[src/rtl/core/swsm_pkg.sv]
`timescale 1ns / 1ps
// ----------------------------------------------------------------------------
// swsm_pkg
// Shared widths, register map, cell operations and control types of the
// sliding window spread tracker.
// ----------------------------------------------------------------------------
package swsm_pkg;

  localparam int SWSM_WINDOW_MAX  = 64;
  localparam int SWSM_SAMPLE_BITS = 32;

  localparam int DATA_W     = 32;  // sample and spread fields on the ports
  localparam int LEN_W      = 7;   // window_len register
  localparam int APB_ADDR_W = 3;
  localparam int APB_DATA_W = 32;

  // register index, taken from paddr[2]
  localparam logic REG_WINDOW_LEN = 1'b0;

  typedef enum logic [1:0] {
    CELL_HOLD,
    CELL_SHIFT,   // take the left neighbour (new sample enters at cell 0)
    CELL_ROT      // take the right neighbour, last cell takes cell 0
  } cell_op_t;

  typedef struct packed {
    logic init;    // first element of the scan
    logic upd;     // element inside the window
    logic commit;  // fold spread into best
    logic clear;   // end of sequence, drop best
  } track_ctrl_t;

endpackage

[src/rtl/core/swsm_if.sv]
`timescale 1ns / 1ps
// ----------------------------------------------------------------------------
// swsm_if
// Valid/ready channels for the sample stream and the result stream.
// ----------------------------------------------------------------------------
interface swsm_in_if import swsm_pkg::*; ();
  logic              valid;
  logic              ready;
  logic [DATA_W-1:0] sample;
  logic              is_last;

  modport source (output valid, sample, is_last, input ready);
  modport sink   (input valid, sample, is_last, output ready);
endinterface

interface swsm_out_if import swsm_pkg::*; ();
  logic              valid;
  logic              ready;
  logic [DATA_W-1:0] window_spread;
  logic              window_full;
  logic [DATA_W-1:0] best_spread;
  logic              best_valid;
  logic              seq_end;

  modport source (output valid, window_spread, window_full, best_spread,
                  best_valid, seq_end, input ready);
  modport sink   (input valid, window_spread, window_full, best_spread,
                  best_valid, seq_end, output ready);
endinterface

[src/rtl/core/swsm_cell.sv]
`timescale 1ns / 1ps
// ----------------------------------------------------------------------------
// swsm_cell
// One window slot: shifts forward on a new sample, rotates back during scan.
// ----------------------------------------------------------------------------
module swsm_cell import swsm_pkg::*; #(
  parameter int W = SWSM_SAMPLE_BITS
) (
  input  logic         clk,
  input  cell_op_t     op,
  input  logic [W-1:0] prev_d,
  input  logic [W-1:0] next_d,
  output logic [W-1:0] q
);

  logic [W-1:0] data_r;
  logic [W-1:0] data_nxt;

  always_comb begin
    unique case (op)
      CELL_SHIFT: data_nxt = prev_d;
      CELL_ROT:   data_nxt = next_d;
      default:    data_nxt = data_r;
    endcase
  end

  always_ff @(posedge clk) begin
    data_r <= data_nxt;
  end

  assign q = data_r;

endmodule

[src/rtl/core/swsm_track.sv]
`timescale 1ns / 1ps
// ----------------------------------------------------------------------------
// swsm_track
// Min/max accumulator fed from the head of the chain, plus best spread.
// ----------------------------------------------------------------------------
module swsm_track import swsm_pkg::*; #(
  parameter int W = SWSM_SAMPLE_BITS
) (
  input  logic         clk,
  input  logic         rst_n,
  input  track_ctrl_t  ctrl,
  input  logic [W-1:0] head,
  input  logic         full,
  output logic [W-1:0] spread,
  output logic [W-1:0] best,
  output logic         seen
);

  logic [W-1:0] lo_r, lo_nxt;
  logic [W-1:0] hi_r, hi_nxt;
  logic [W-1:0] best_r, best_nxt;
  logic         seen_r, seen_nxt;
  logic [W-1:0] diff;

  assign diff = hi_r - lo_r;

  always_comb begin
    lo_nxt = lo_r;
    hi_nxt = hi_r;
    if (ctrl.init) begin
      lo_nxt = head;
      hi_nxt = head;
    end else if (ctrl.upd) begin
      if (head < lo_r) lo_nxt = head;
      if (head > hi_r) hi_nxt = head;
    end
  end

  always_comb begin
    best_nxt = best_r;
    if (full && (!seen_r || diff > best_r)) best_nxt = diff;
    seen_nxt = seen_r | full;
  end

  always_ff @(posedge clk) begin
    lo_r <= lo_nxt;
    hi_r <= hi_nxt;
    if (!rst_n) begin
      best_r <= '0;
      seen_r <= 1'b0;
    end else if (ctrl.commit) begin
      best_r <= ctrl.clear ? '0 : best_nxt;
      seen_r <= ctrl.clear ? 1'b0 : seen_nxt;
    end
  end

  assign spread = full ? diff : '0;
  assign best   = best_nxt;
  assign seen   = seen_nxt;

endmodule

[src/rtl/core/sliding_window_spread_max.sv]
`timescale 1ns / 1ps
// ----------------------------------------------------------------------------
// sliding_window_spread_max
// Window of the latest samples held in a chain of cells; the chain is rotated
// once round per sample to gather min/max, and the best spread is kept.
// ----------------------------------------------------------------------------
//  port      | dir | kind
//  in_chan   | in  | sample, is_last (valid/ready)
//  out_chan  | out | window_spread, window_full, best_spread, best_valid,
//            |     | seq_end (valid/ready)
//  psel..    | in  | APB register port, window_len at address 0
//
//  Each sample is handled in order: the accept cycle shifts it in, then a
//  full turn of the cell chain feeds the min/max unit, then a commit step.
//  The scan turns the whole chain because its single read point is cell 0.
//  Reset needs no clearing pass: the fill count keeps stale cells out of
//  every window. A sample is taken while the previous result still waits;
//  only the commit waits for the output register to free up.
// ----------------------------------------------------------------------------
module sliding_window_spread_max import swsm_pkg::*; #(
  parameter int WINDOW_MAX  = SWSM_WINDOW_MAX,
  parameter int SAMPLE_BITS = SWSM_SAMPLE_BITS
) (
  input  logic                  clk,
  input  logic                  rst_n,
  swsm_in_if.sink               in_chan,
  swsm_out_if.source            out_chan,
  input  logic                  psel,
  input  logic                  penable,
  input  logic                  pwrite,
  input  logic [APB_ADDR_W-1:0] paddr,
  input  logic [APB_DATA_W-1:0] pwdata,
  output logic [APB_DATA_W-1:0] prdata,
  output logic                  pready
);

  localparam int SW    = (SAMPLE_BITS > DATA_W) ? DATA_W : SAMPLE_BITS;
  localparam int IDX_W = $clog2(WINDOW_MAX);
  localparam int CNT_W = $clog2(WINDOW_MAX + 1);

  typedef enum logic [1:0] {ST_IDLE, ST_SCAN, ST_DONE} state_t;

  state_t           state_r;
  logic [LEN_W-1:0] window_len_r;
  logic [CNT_W-1:0] fill_r;
  logic [CNT_W-1:0] len_r;
  logic [IDX_W-1:0] idx_r;
  logic             full_r;
  logic             last_r;

  logic             out_valid_r;
  logic [DATA_W-1:0] out_spread_r;
  logic             out_full_r;
  logic [DATA_W-1:0] out_best_r;
  logic             out_bvalid_r;
  logic             out_end_r;

  logic [CNT_W-1:0] len_eff;
  logic [CNT_W-1:0] fill_inc;
  logic             in_xfer;
  logic             commit;
  logic             cfg_wr;
  cell_op_t         op;
  track_ctrl_t      tctrl;
  logic [SW-1:0]    new_sample;
  logic [SW-1:0]    q [WINDOW_MAX];
  logic [SW-1:0]    t_spread;
  logic [SW-1:0]    t_best;
  logic             t_seen;

  // register port
  assign pready = 1'b1;
  assign cfg_wr = psel & penable & pwrite & pready & (paddr[2] == REG_WINDOW_LEN);
  assign prdata = (paddr[2] == REG_WINDOW_LEN) ? APB_DATA_W'(window_len_r) : '0;

  always_ff @(posedge clk) begin
    if (!rst_n) window_len_r <= LEN_W'(1);
    else if (cfg_wr) window_len_r <= pwdata[LEN_W-1:0];
  end

  // zero acts as one, oversize clips to the chain length
  always_comb begin
    if (window_len_r == '0) len_eff = CNT_W'(1);
    else if (32'(window_len_r) > 32'(WINDOW_MAX)) len_eff = CNT_W'(WINDOW_MAX);
    else len_eff = CNT_W'(window_len_r);
  end

  assign fill_inc = (32'(fill_r) < 32'(WINDOW_MAX)) ? fill_r + CNT_W'(1) : fill_r;

  assign in_chan.ready = (state_r == ST_IDLE);
  assign in_xfer       = in_chan.valid & in_chan.ready;
  assign commit        = (state_r == ST_DONE) & (!out_valid_r | out_chan.ready);
  assign new_sample    = in_chan.sample[SW-1:0];

  always_comb begin
    op = CELL_HOLD;
    if (in_xfer) op = CELL_SHIFT;
    else if (state_r == ST_SCAN) op = CELL_ROT;
  end

  always_comb begin
    tctrl.init   = (state_r == ST_SCAN) && (idx_r == '0);
    tctrl.upd    = (state_r == ST_SCAN) && (CNT_W'(idx_r) < len_r);
    tctrl.commit = commit;
    tctrl.clear  = last_r;
  end

  // cell chain
  for (genvar k = 0; k < WINDOW_MAX; k++) begin : g_cell
    logic [SW-1:0] prev_d;
    logic [SW-1:0] next_d;
    if (k == 0) begin : g_head
      assign prev_d = new_sample;
    end else begin : g_body
      assign prev_d = q[k-1];
    end
    if (k == WINDOW_MAX - 1) begin : g_tail
      assign next_d = q[0];
    end else begin : g_mid
      assign next_d = q[k+1];
    end
    swsm_cell #(.W(SW)) u_cell (
      .clk    (clk),
      .op     (op),
      .prev_d (prev_d),
      .next_d (next_d),
      .q      (q[k])
    );
  end

  swsm_track #(.W(SW)) u_track (
    .clk    (clk),
    .rst_n  (rst_n),
    .ctrl   (tctrl),
    .head   (q[0]),
    .full   (full_r),
    .spread (t_spread),
    .best   (t_best),
    .seen   (t_seen)
  );

  always_ff @(posedge clk) begin
    if (!rst_n) begin
      state_r     <= ST_IDLE;
      fill_r      <= '0;
      idx_r       <= '0;
      out_valid_r <= 1'b0;
    end else begin
      if (commit) out_valid_r <= 1'b1;
      else if (out_chan.ready) out_valid_r <= 1'b0;
      unique case (state_r)
        ST_IDLE: begin
          if (in_xfer) begin
            fill_r  <= fill_inc;
            len_r   <= len_eff;
            full_r  <= fill_inc >= len_eff;
            last_r  <= in_chan.is_last;
            idx_r   <= '0;
            state_r <= ST_SCAN;
          end
        end
        ST_SCAN: begin
          idx_r <= idx_r + IDX_W'(1);
          if (idx_r == IDX_W'(WINDOW_MAX - 1)) state_r <= ST_DONE;
        end
        ST_DONE: begin
          if (commit) begin
            out_spread_r <= DATA_W'(t_spread);
            out_full_r   <= full_r;
            out_best_r   <= DATA_W'(t_best);
            out_bvalid_r <= t_seen;
            out_end_r    <= last_r;
            if (last_r) fill_r <= '0;
            state_r <= ST_IDLE;
          end
        end
        default: state_r <= ST_IDLE;
      endcase
    end
  end

  assign out_chan.valid         = out_valid_r;
  assign out_chan.window_spread = out_spread_r;
  assign out_chan.window_full   = out_full_r;
  assign out_chan.best_spread   = out_best_r;
  assign out_chan.best_valid    = out_bvalid_r;
  assign out_chan.seq_end       = out_end_r;

endmodule
[src/flat_wrapper.sv]
// flat-port wrapper written by rule: the top's interface ports become plain ports
module sliding_window_spread_max_flat import swsm_pkg::*;
#(
  parameter int WINDOW_MAX  = SWSM_WINDOW_MAX,
  parameter int SAMPLE_BITS = SWSM_SAMPLE_BITS
)
  (clk, rst_n, psel, penable, pwrite, paddr, pwdata, prdata, pready, in_chan_valid, in_chan_sample, in_chan_is_last, in_chan_ready, out_chan_valid, out_chan_window_spread, out_chan_window_full, out_chan_best_spread, out_chan_best_valid, out_chan_seq_end, out_chan_ready);
  swsm_in_if in_chan_i ();
  swsm_out_if out_chan_i ();
  input  logic clk;
  input  logic rst_n;
  input  logic psel;
  input  logic penable;
  input  logic pwrite;
  input  logic [APB_ADDR_W-1:0] paddr;
  input  logic [APB_DATA_W-1:0] pwdata;
  output logic [APB_DATA_W-1:0] prdata;
  output logic pready;
  input wire logic [$bits(in_chan_i.valid)-1:0] in_chan_valid;
  input wire logic [$bits(in_chan_i.sample)-1:0] in_chan_sample;
  input wire logic [$bits(in_chan_i.is_last)-1:0] in_chan_is_last;
  output wire logic [$bits(in_chan_i.ready)-1:0] in_chan_ready;
  output wire logic [$bits(out_chan_i.valid)-1:0] out_chan_valid;
  output wire logic [$bits(out_chan_i.window_spread)-1:0] out_chan_window_spread;
  output wire logic [$bits(out_chan_i.window_full)-1:0] out_chan_window_full;
  output wire logic [$bits(out_chan_i.best_spread)-1:0] out_chan_best_spread;
  output wire logic [$bits(out_chan_i.best_valid)-1:0] out_chan_best_valid;
  output wire logic [$bits(out_chan_i.seq_end)-1:0] out_chan_seq_end;
  input wire logic [$bits(out_chan_i.ready)-1:0] out_chan_ready;
  assign in_chan_i.valid = in_chan_valid;
  assign in_chan_i.sample = in_chan_sample;
  assign in_chan_i.is_last = in_chan_is_last;
  assign in_chan_ready = in_chan_i.ready;
  assign out_chan_valid = out_chan_i.valid;
  assign out_chan_window_spread = out_chan_i.window_spread;
  assign out_chan_window_full = out_chan_i.window_full;
  assign out_chan_best_spread = out_chan_i.best_spread;
  assign out_chan_best_valid = out_chan_i.best_valid;
  assign out_chan_seq_end = out_chan_i.seq_end;
  assign out_chan_i.ready = out_chan_ready;
  sliding_window_spread_max #(.WINDOW_MAX(WINDOW_MAX), .SAMPLE_BITS(SAMPLE_BITS)) u_core (.clk(clk), .rst_n(rst_n), .in_chan(in_chan_i), .out_chan(out_chan_i), .psel(psel), .penable(penable), .pwrite(pwrite), .paddr(paddr), .pwdata(pwdata), .prdata(prdata), .pready(pready));
endmodule
[config.mk]
export PLATFORM = sky130hd
export DESIGN_NAME = sliding_window_spread_max_flat
export DESIGN_NICKNAME = d
export VERILOG_FILES = /design/src/rtl/core/swsm_pkg.sv /design/src/rtl/core/swsm_if.sv /design/src/rtl/core/swsm_cell.sv /design/src/rtl/core/swsm_track.sv /design/src/rtl/core/sliding_window_spread_max.sv /design/src/flat_wrapper.sv
export SDC_FILE = /design/constraint.sdc
export NUM_CORES = 2
export LEC_CHECK = 0
export CAP_MARGIN = 25
export CORE_MARGIN = 4
export CORE_UTILIZATION = 28
export CTS_CLUSTER_DIAMETER = 50
export DETAILED_ROUTE_END_ITERATION = 10
export DONT_BUFFER_PORTS = 1
export PLACE_DENSITY_LB_ADDON = 0.12
export SYNTH_ARGS = -nofsm -noshare
export SYNTH_HDL_FRONTEND = slang
export SYNTH_SLANG_ARGS = --single-unit
[constraint.sdc]
create_clock -name clk -period 45.6 [get_ports clk]
set_clock_uncertainty 0.15 [all_clocks]
set_input_delay 4.56 -clock clk [delete_from_list [all_inputs] [get_ports clk]]
set_output_delay 4.56 -clock clk [all_outputs]
set_load 0.03 [all_outputs]
# Word level (Yosys, flattened, before mapping)
# Index checks and enable logic that the tools add are counted.
# W data, S select, Z words.
[totals] output_inout_bits=102 input_bits=75 regBits=2244
[classes] add_sub_neg=3 bitwise=8 n_reduce_logical=23 n_lt_le_gt_ge=7 n_eq_ne=9 n_mux=91
[op_table] cell="$pmux W32 S2" count=64
[op_table] cell="$mux W32" count=8
[op_table] cell="$gt A32 B32 Y1" count=2
[op_table] cell="$mux W7" count=7
[op_table] cell="$lt A32 B32 Y1" count=1
[op_table] cell="$sub A32 B32 Y32" count=1
[op_table] cell="$pmux W7 S2" count=1
[op_table] cell="$reduce_bool A2 Y1" count=7
[op_table] cell="$pmux W6 S2" count=1
[op_table] cell="$mux W2" count=5
[op_table] cell="$reduce_and A3 Y1" count=3
[op_table] cell="$add A7 B1 Y7 const B" count=1
[op_table] cell="$ge A7 B7 Y1" count=1
[op_table] cell="$gt A7 B7 Y1 const B" count=1
[op_table] cell="$logic_not A7 Y1" count=1
[op_table] cell="$lt A6 B7 Y1" count=1
[op_table] cell="$lt A7 B7 Y1 const B" count=1
[op_table] cell="$add A6 B1 Y6 const B" count=1
[op_table] cell="$eq A6 B6 Y1 const B" count=1
[op_table] cell="$logic_not A6 Y1" count=1
[op_table] cell="$mux W6" count=1
[op_table] cell="$pmux W2 S3" count=1
[op_table] cell="$reduce_and A2 Y1" count=3
[op_table] cell="$and A1 B1 Y1" count=5
[op_table] cell="other kinds (12)" count=22

# Logic depth before layout (Yosys ltp)
[logic_depth] ltp_word=6 ltp_mapped=22

# By module
# Synthesis repeated with hierarchy kept, for this count alone.
[hier_totals] cells_unflattened=5642 area_unflattened_um2=109393.7
[by_module_without_submodules] module="swsm_cell" n_inst=64 area_each_um2=1525.2 seq_area_each_um2=960.9 cells_per_inst=71
[by_module_without_submodules] module="swsm_track" n_inst=1 area_each_um2=7782.5 seq_area_each_um2=2582.5 cells_per_inst=804
[by_module_without_submodules] module="sliding_window_spread_max" n_inst=1 area_each_um2=3997.6 seq_area_each_um2=2742.6 cells_per_inst=294

# Worst setup path after synthesis
# OpenSTA, ideal clock, no wires.
[synth_timing] path_kind="input -> register" start="input port in_chan_valid" end="register u_core.idx_r[4]" path_stages=7 arrival_time_ps=48873 path_slack_ps=-3573 t_required_ps=45300 setup_time_ps=150 cell_sequence="and2_1 clkbuf_1 nor2_1 inv_1 o21ai_0 a22oi_1 nor2b_1"
[synth_via] elab_chain_len=3
[synth_lines] element="from (decl)" line="flat_wrapper.sv:19" rtl="input wire logic [$bits(in_chan_i.valid)-1:0] in_chan_valid;"
[synth_lines] element="$and A1 B1 Y1" line="sliding_window_spread_max.sv:91" rtl="assign in_xfer = in_chan.valid & in_chan.ready;"
[synth_lines] element="$ne A2 B2 Y1 (no source line)"
[synth_lines] element="$reduce_and A2 Y1 (no source line)"
[synth_lines] element="to (signal assigned)" line="sliding_window_spread_max.sv:163" rtl="idx_r <= idx_r + IDX_W'(1);"
[synth_lines] element="to (decl)" line="sliding_window_spread_max.sv:47" rtl="logic [IDX_W-1:0] idx_r;"
# Every way passes these cells.
# A chain may end at the register's enable or synchronous reset.

# Worst setup path in the final report
[layout_timing] start="input port paddr[2]" end="output port prdata[1]"
[layout_via] elab_chain_len=1
[layout_lines] element="from (decl)" line="flat_wrapper.sv:15" rtl="input logic [APB_ADDR_W-1:0] paddr;"
[layout_lines] element="$mux W7" line="sliding_window_spread_max.sv:74" rtl="assign prdata = (paddr[2] == REG_WINDOW_LEN) ? APB_DATA_W'(window_len_r) : '0;"
[layout_lines] element="to (decl)" line="flat_wrapper.sv:17" rtl="output logic [APB_DATA_W-1:0] prdata;"
# Every way passes these cells.

==> impl_metrics.env <==
export IMPL_wirelength_um=220000
export IMPL_io_buffers=0
export IMPL_num_vias=64876
export IMPL_hold_viol_final=0
export IMPL_r2r_end="u_core.g_cell[25].u_cell.q[13]"
export IMPL_crit_buf_inv=0
export IMPL_yosys_warnings=0
export IMPL_synth_edf_count=2188
export IMPL_ys_ff_latch=2244
export IMPL_wire_per_inst_um=15.0
export IMPL_syn_instance_count=9762
export IMPL_cp_arrival_ps=5010
export IMPL_hold_depth=2
export IMPL_drive_above_1_share_pct=7.14
export IMPL_grt_total_usage_pct=11.8
export IMPL_ys_seq_area_share_pct=68.1
export IMPL_synth_area_mm2=0.0981
export IMPL_yosysTopAreaCellShare_pct=67.0
export IMPL_clockBufferDepth=4
export IMPL_synth_async_reset_ratio_pct=0
export IMPL_power_density_mw_per_mm2=55.3
export IMPL_cpPeakStageDelay_ps=450
export IMPL_synth_xor_area_share_pct=0.286
export IMPL_grt_setup_unrepaired="false"
export IMPL_gr_total_overflow=0
export IMPL_crit_type="in2out"
export IMPL_hold_buffers=0
export IMPL_worst_path_max_delay_cell="nor2b_1"
export IMPL_antenna_left=0
export IMPL_drc=0
export IMPL_htreeDepth=5
export IMPL_synthAdderAreaFrac_pct=1.82
export IMPL_synthTopCellsByArea="edfxtp_1 67%, nand2_1 24%, clkbuf_1 1.8%"
export IMPL_synth_compound_area_share_pct=1.93
export IMPL_yosys_area_top_type="edfxtp_1"
export IMPL_reg2reg_slack_ps=38550
export IMPL_hold_path_startpoint="u_core.g_cell[26].u_cell.q[11]"
export IMPL_fillers=35806
export IMPL_multi_input_area_mm2=0.0288
export IMPL_gp_congestion=0.750
export IMPL_cpLargestDelayFamily="simple AND/OR/NAND/NOR gates"
export IMPL_place_inst=13961
export IMPL_fp_dieW_um=600
export IMPL_crit_fanout=8
export IMPL_num_rows=217
export IMPL_max_slew_margin_rel_pct=15.6
export IMPL_synth_cell_types=72
export IMPL_tns_ps=0
export IMPL_design_area_mm2=0.115
export IMPL_cts_tree="done"
export IMPL_finalMaxSlewViolations=0
export IMPL_numClockSinks=2244
export IMPL_die_area_mm2=0.360
export IMPL_period_needed_ps=9720
export IMPL_synth_simple_area_share_pct=25.0
export IMPL_first_iter_violations=4760
export IMPL_firstDrtPassIters=5
export IMPL_synth_avg_cell_area_um2=10.0
export IMPL_grt_pass1_vias=66314
export IMPL_min_to="u_core.g_cell[25].u_cell.q[11]"
export IMPL_status="finished, final reports clean"
export IMPL_viasPerCell=4.44
export IMPL_power_leakage_nw=49.6
export IMPL_ios=177
export IMPL_setup_viol=0
export IMPL_synthMostInstantiatedCell="nand2_1"
export IMPL_cp_required_ps=40890
export IMPL_design_core_area_mm2=0.349
export IMPL_synthFlopType="edfxtp_1"
export IMPL_synth_top_family_by_area="simple AND/OR/NAND/NOR gates"
export IMPL_max_freq_ghz=0.103
export IMPL_instances_no_fill=14622
export IMPL_grt_max_degree=234
export IMPL_grt_pass1_wl_um=357000
export IMPL_cts_reportedPaths_clkPinSlew_ps=50
export IMPL_min_period_over_period_pct=21.3
export IMPL_netlist_top_cells_count="6209 x nand2_1, 2188 x edfxtp_1, 470 x clkbuf_1"
export IMPL_syn2layout_area_growth_pct=17.4
export IMPL_start_util_pct=28.1
export IMPL_nNetsFinal=9951
export IMPL_die_y_um=600
export IMPL_root_buffer="clkbuf_16"
export IMPL_insertion_delay_ps=910
export IMPL_antenna_found_initial=15
export IMPL_rr_worst_depth=10
export IMPL_r2r_start="u_core.state_r[1]"
export IMPL_max_cap_violations=0
export IMPL_seq_area_mm2=0.0668
export IMPL_place_area_mm2=0.103
export IMPL_numCtsBuffers=356
export IMPL_cp_end_kind="primary output"
export IMPL_postCtsSetupRepairBufs=0
export IMPL_hold_class="reg2reg"
export IMPL_p_total_mw=6.37
export IMPL_worst_pin_slew_ps=1270
export IMPL_synthMuxAreaShare_pct=0.223
export IMPL_startpoint_type="input port"
export IMPL_place_hpwl_um=127000
export IMPL_cts_resized=0
export IMPL_ir_drop_mv=0.0281
export IMPL_crit_chain="nor2b_1"
[cells by family (layout without fill, tap and decap cells)]
logic type	count (synthesis)	in the layout
compound gates	272	272
xor+xnor	32	32
fa+ha+maj	142	142
buf+inv	639	871
flops	2244	2244
mux	20	20
other cells	2	31
simple gates	6411	6411
[metal layers]
metal	share of wire [%]	up-vias	track usage (%)	wire length, µm
met5	0	-	0	0
met4	2.4	0	3.25	5300
met3	3.9	361	2.13	8660
met2	44	887	18.8	97900
met1	49	31743	16.6	108000
li1	-	31885	-	-
[area by class of cell]
type                    instances  share of cell area [%]
multi-input cells            6903                    25.0
flip-flops and latches       2244                    58.0
well taps                    4599                    5.00
inverters                     129                   0.424
repair buffers                100                   0.987
clock inverters               230                    2.45
diodes                          5                  0.0109
clock buffers                 412                    8.09
[worst max-delay path by stage]
stage	depth (start not counted)	slack, ps	endpoint	from
after floorplan	4	8930	u_core.g_cell[0].u_cell.q[0]	in_chan_valid
after CTS	8	35710	u_core.g_cell[25].u_cell.q[13]	in_chan_valid
after detailed placement	8	34750	u_core.g_cell[29].u_cell.q[12]	in_chan_valid
final	1	35880	prdata[1]	paddr[2]
after global placement	8	34890	u_core.g_cell[29].u_cell.q[13]	in_chan_valid
after global routing	9	35650	u_core.g_cell[30].u_cell.q[13]	in_chan_valid
[metrics by stage]
step | worst slack, ps | util [%] | hold slack, ps
after global placement | 34890 | 29.4 | 297
after global routing | 35650 | 33.0 | 327
after detailed placement | 34750 | 29.4 | 305
after CTS | 35710 | 32.9 | 291
final | 35880 | 33.0 | 313
after floorplan | 8930 | - | 292
[registers in the layout, indices dropped and copies added (netlist names)]
name	count
u_core.out_chan.valid	1
u_core.g_cell.u_cell.q	2048
u_core.idx_r	6
u_core.out_chan.best_spread	32
u_core.len_r	7
u_core.window_len_r	7
u_core.u_track.seen_r	1
u_core.u_track.hi_r	32
u_core.out_chan.seq_end	1
u_core.last_r	1
u_core.u_track.best_r	32
u_core.state_r	2
u_core.fill_r	7
u_core.u_track.lo_r	32
u_core.out_chan.window_full	1
u_core.out_chan.window_spread	32
u_core.out_chan.best_valid	1
u_core.full_r	1
[where the power goes]
| group | total [mW] | switching (mW) | internal, mW |
|---|---|---|---|
| clock | 2.77 | 1.01 | 1.76 |
| combinational | 0.711 | 0.481 | 0.230 |
| sequential | 2.89 | 0.173 | 2.72 |
[placed cells by master (no fill, tap or decap), drive strengths merged, types with 12 or more instances in the layout]
master | Yosys | layout
nand2 | 6209 | 6209
edfxtp | 2188 | 2188
clkbuf | 470 | 412
inv | 129 | 153
ha | 141 | 141
clkinv | 0 | 121
buf | 38 | 100
a21oi | 68 | 68
o21ai | 63 | 63
dfxtp | 56 | 56
bufinv | 0 | 51
nor2 | 42 | 42
a21o | 38 | 38
nor2b | 36 | 36
clkinvlp | 0 | 34
and2 | 32 | 32
a22o | 28 | 28
conb | 2 | 26
nand4 | 22 | 22
xnor2 | 21 | 21
nand3 | 20 | 20
nand2b | 14 | 14
o21a | 12 | 12
mux2 | 12 | 12
Power figures use the tool's default switching activity.
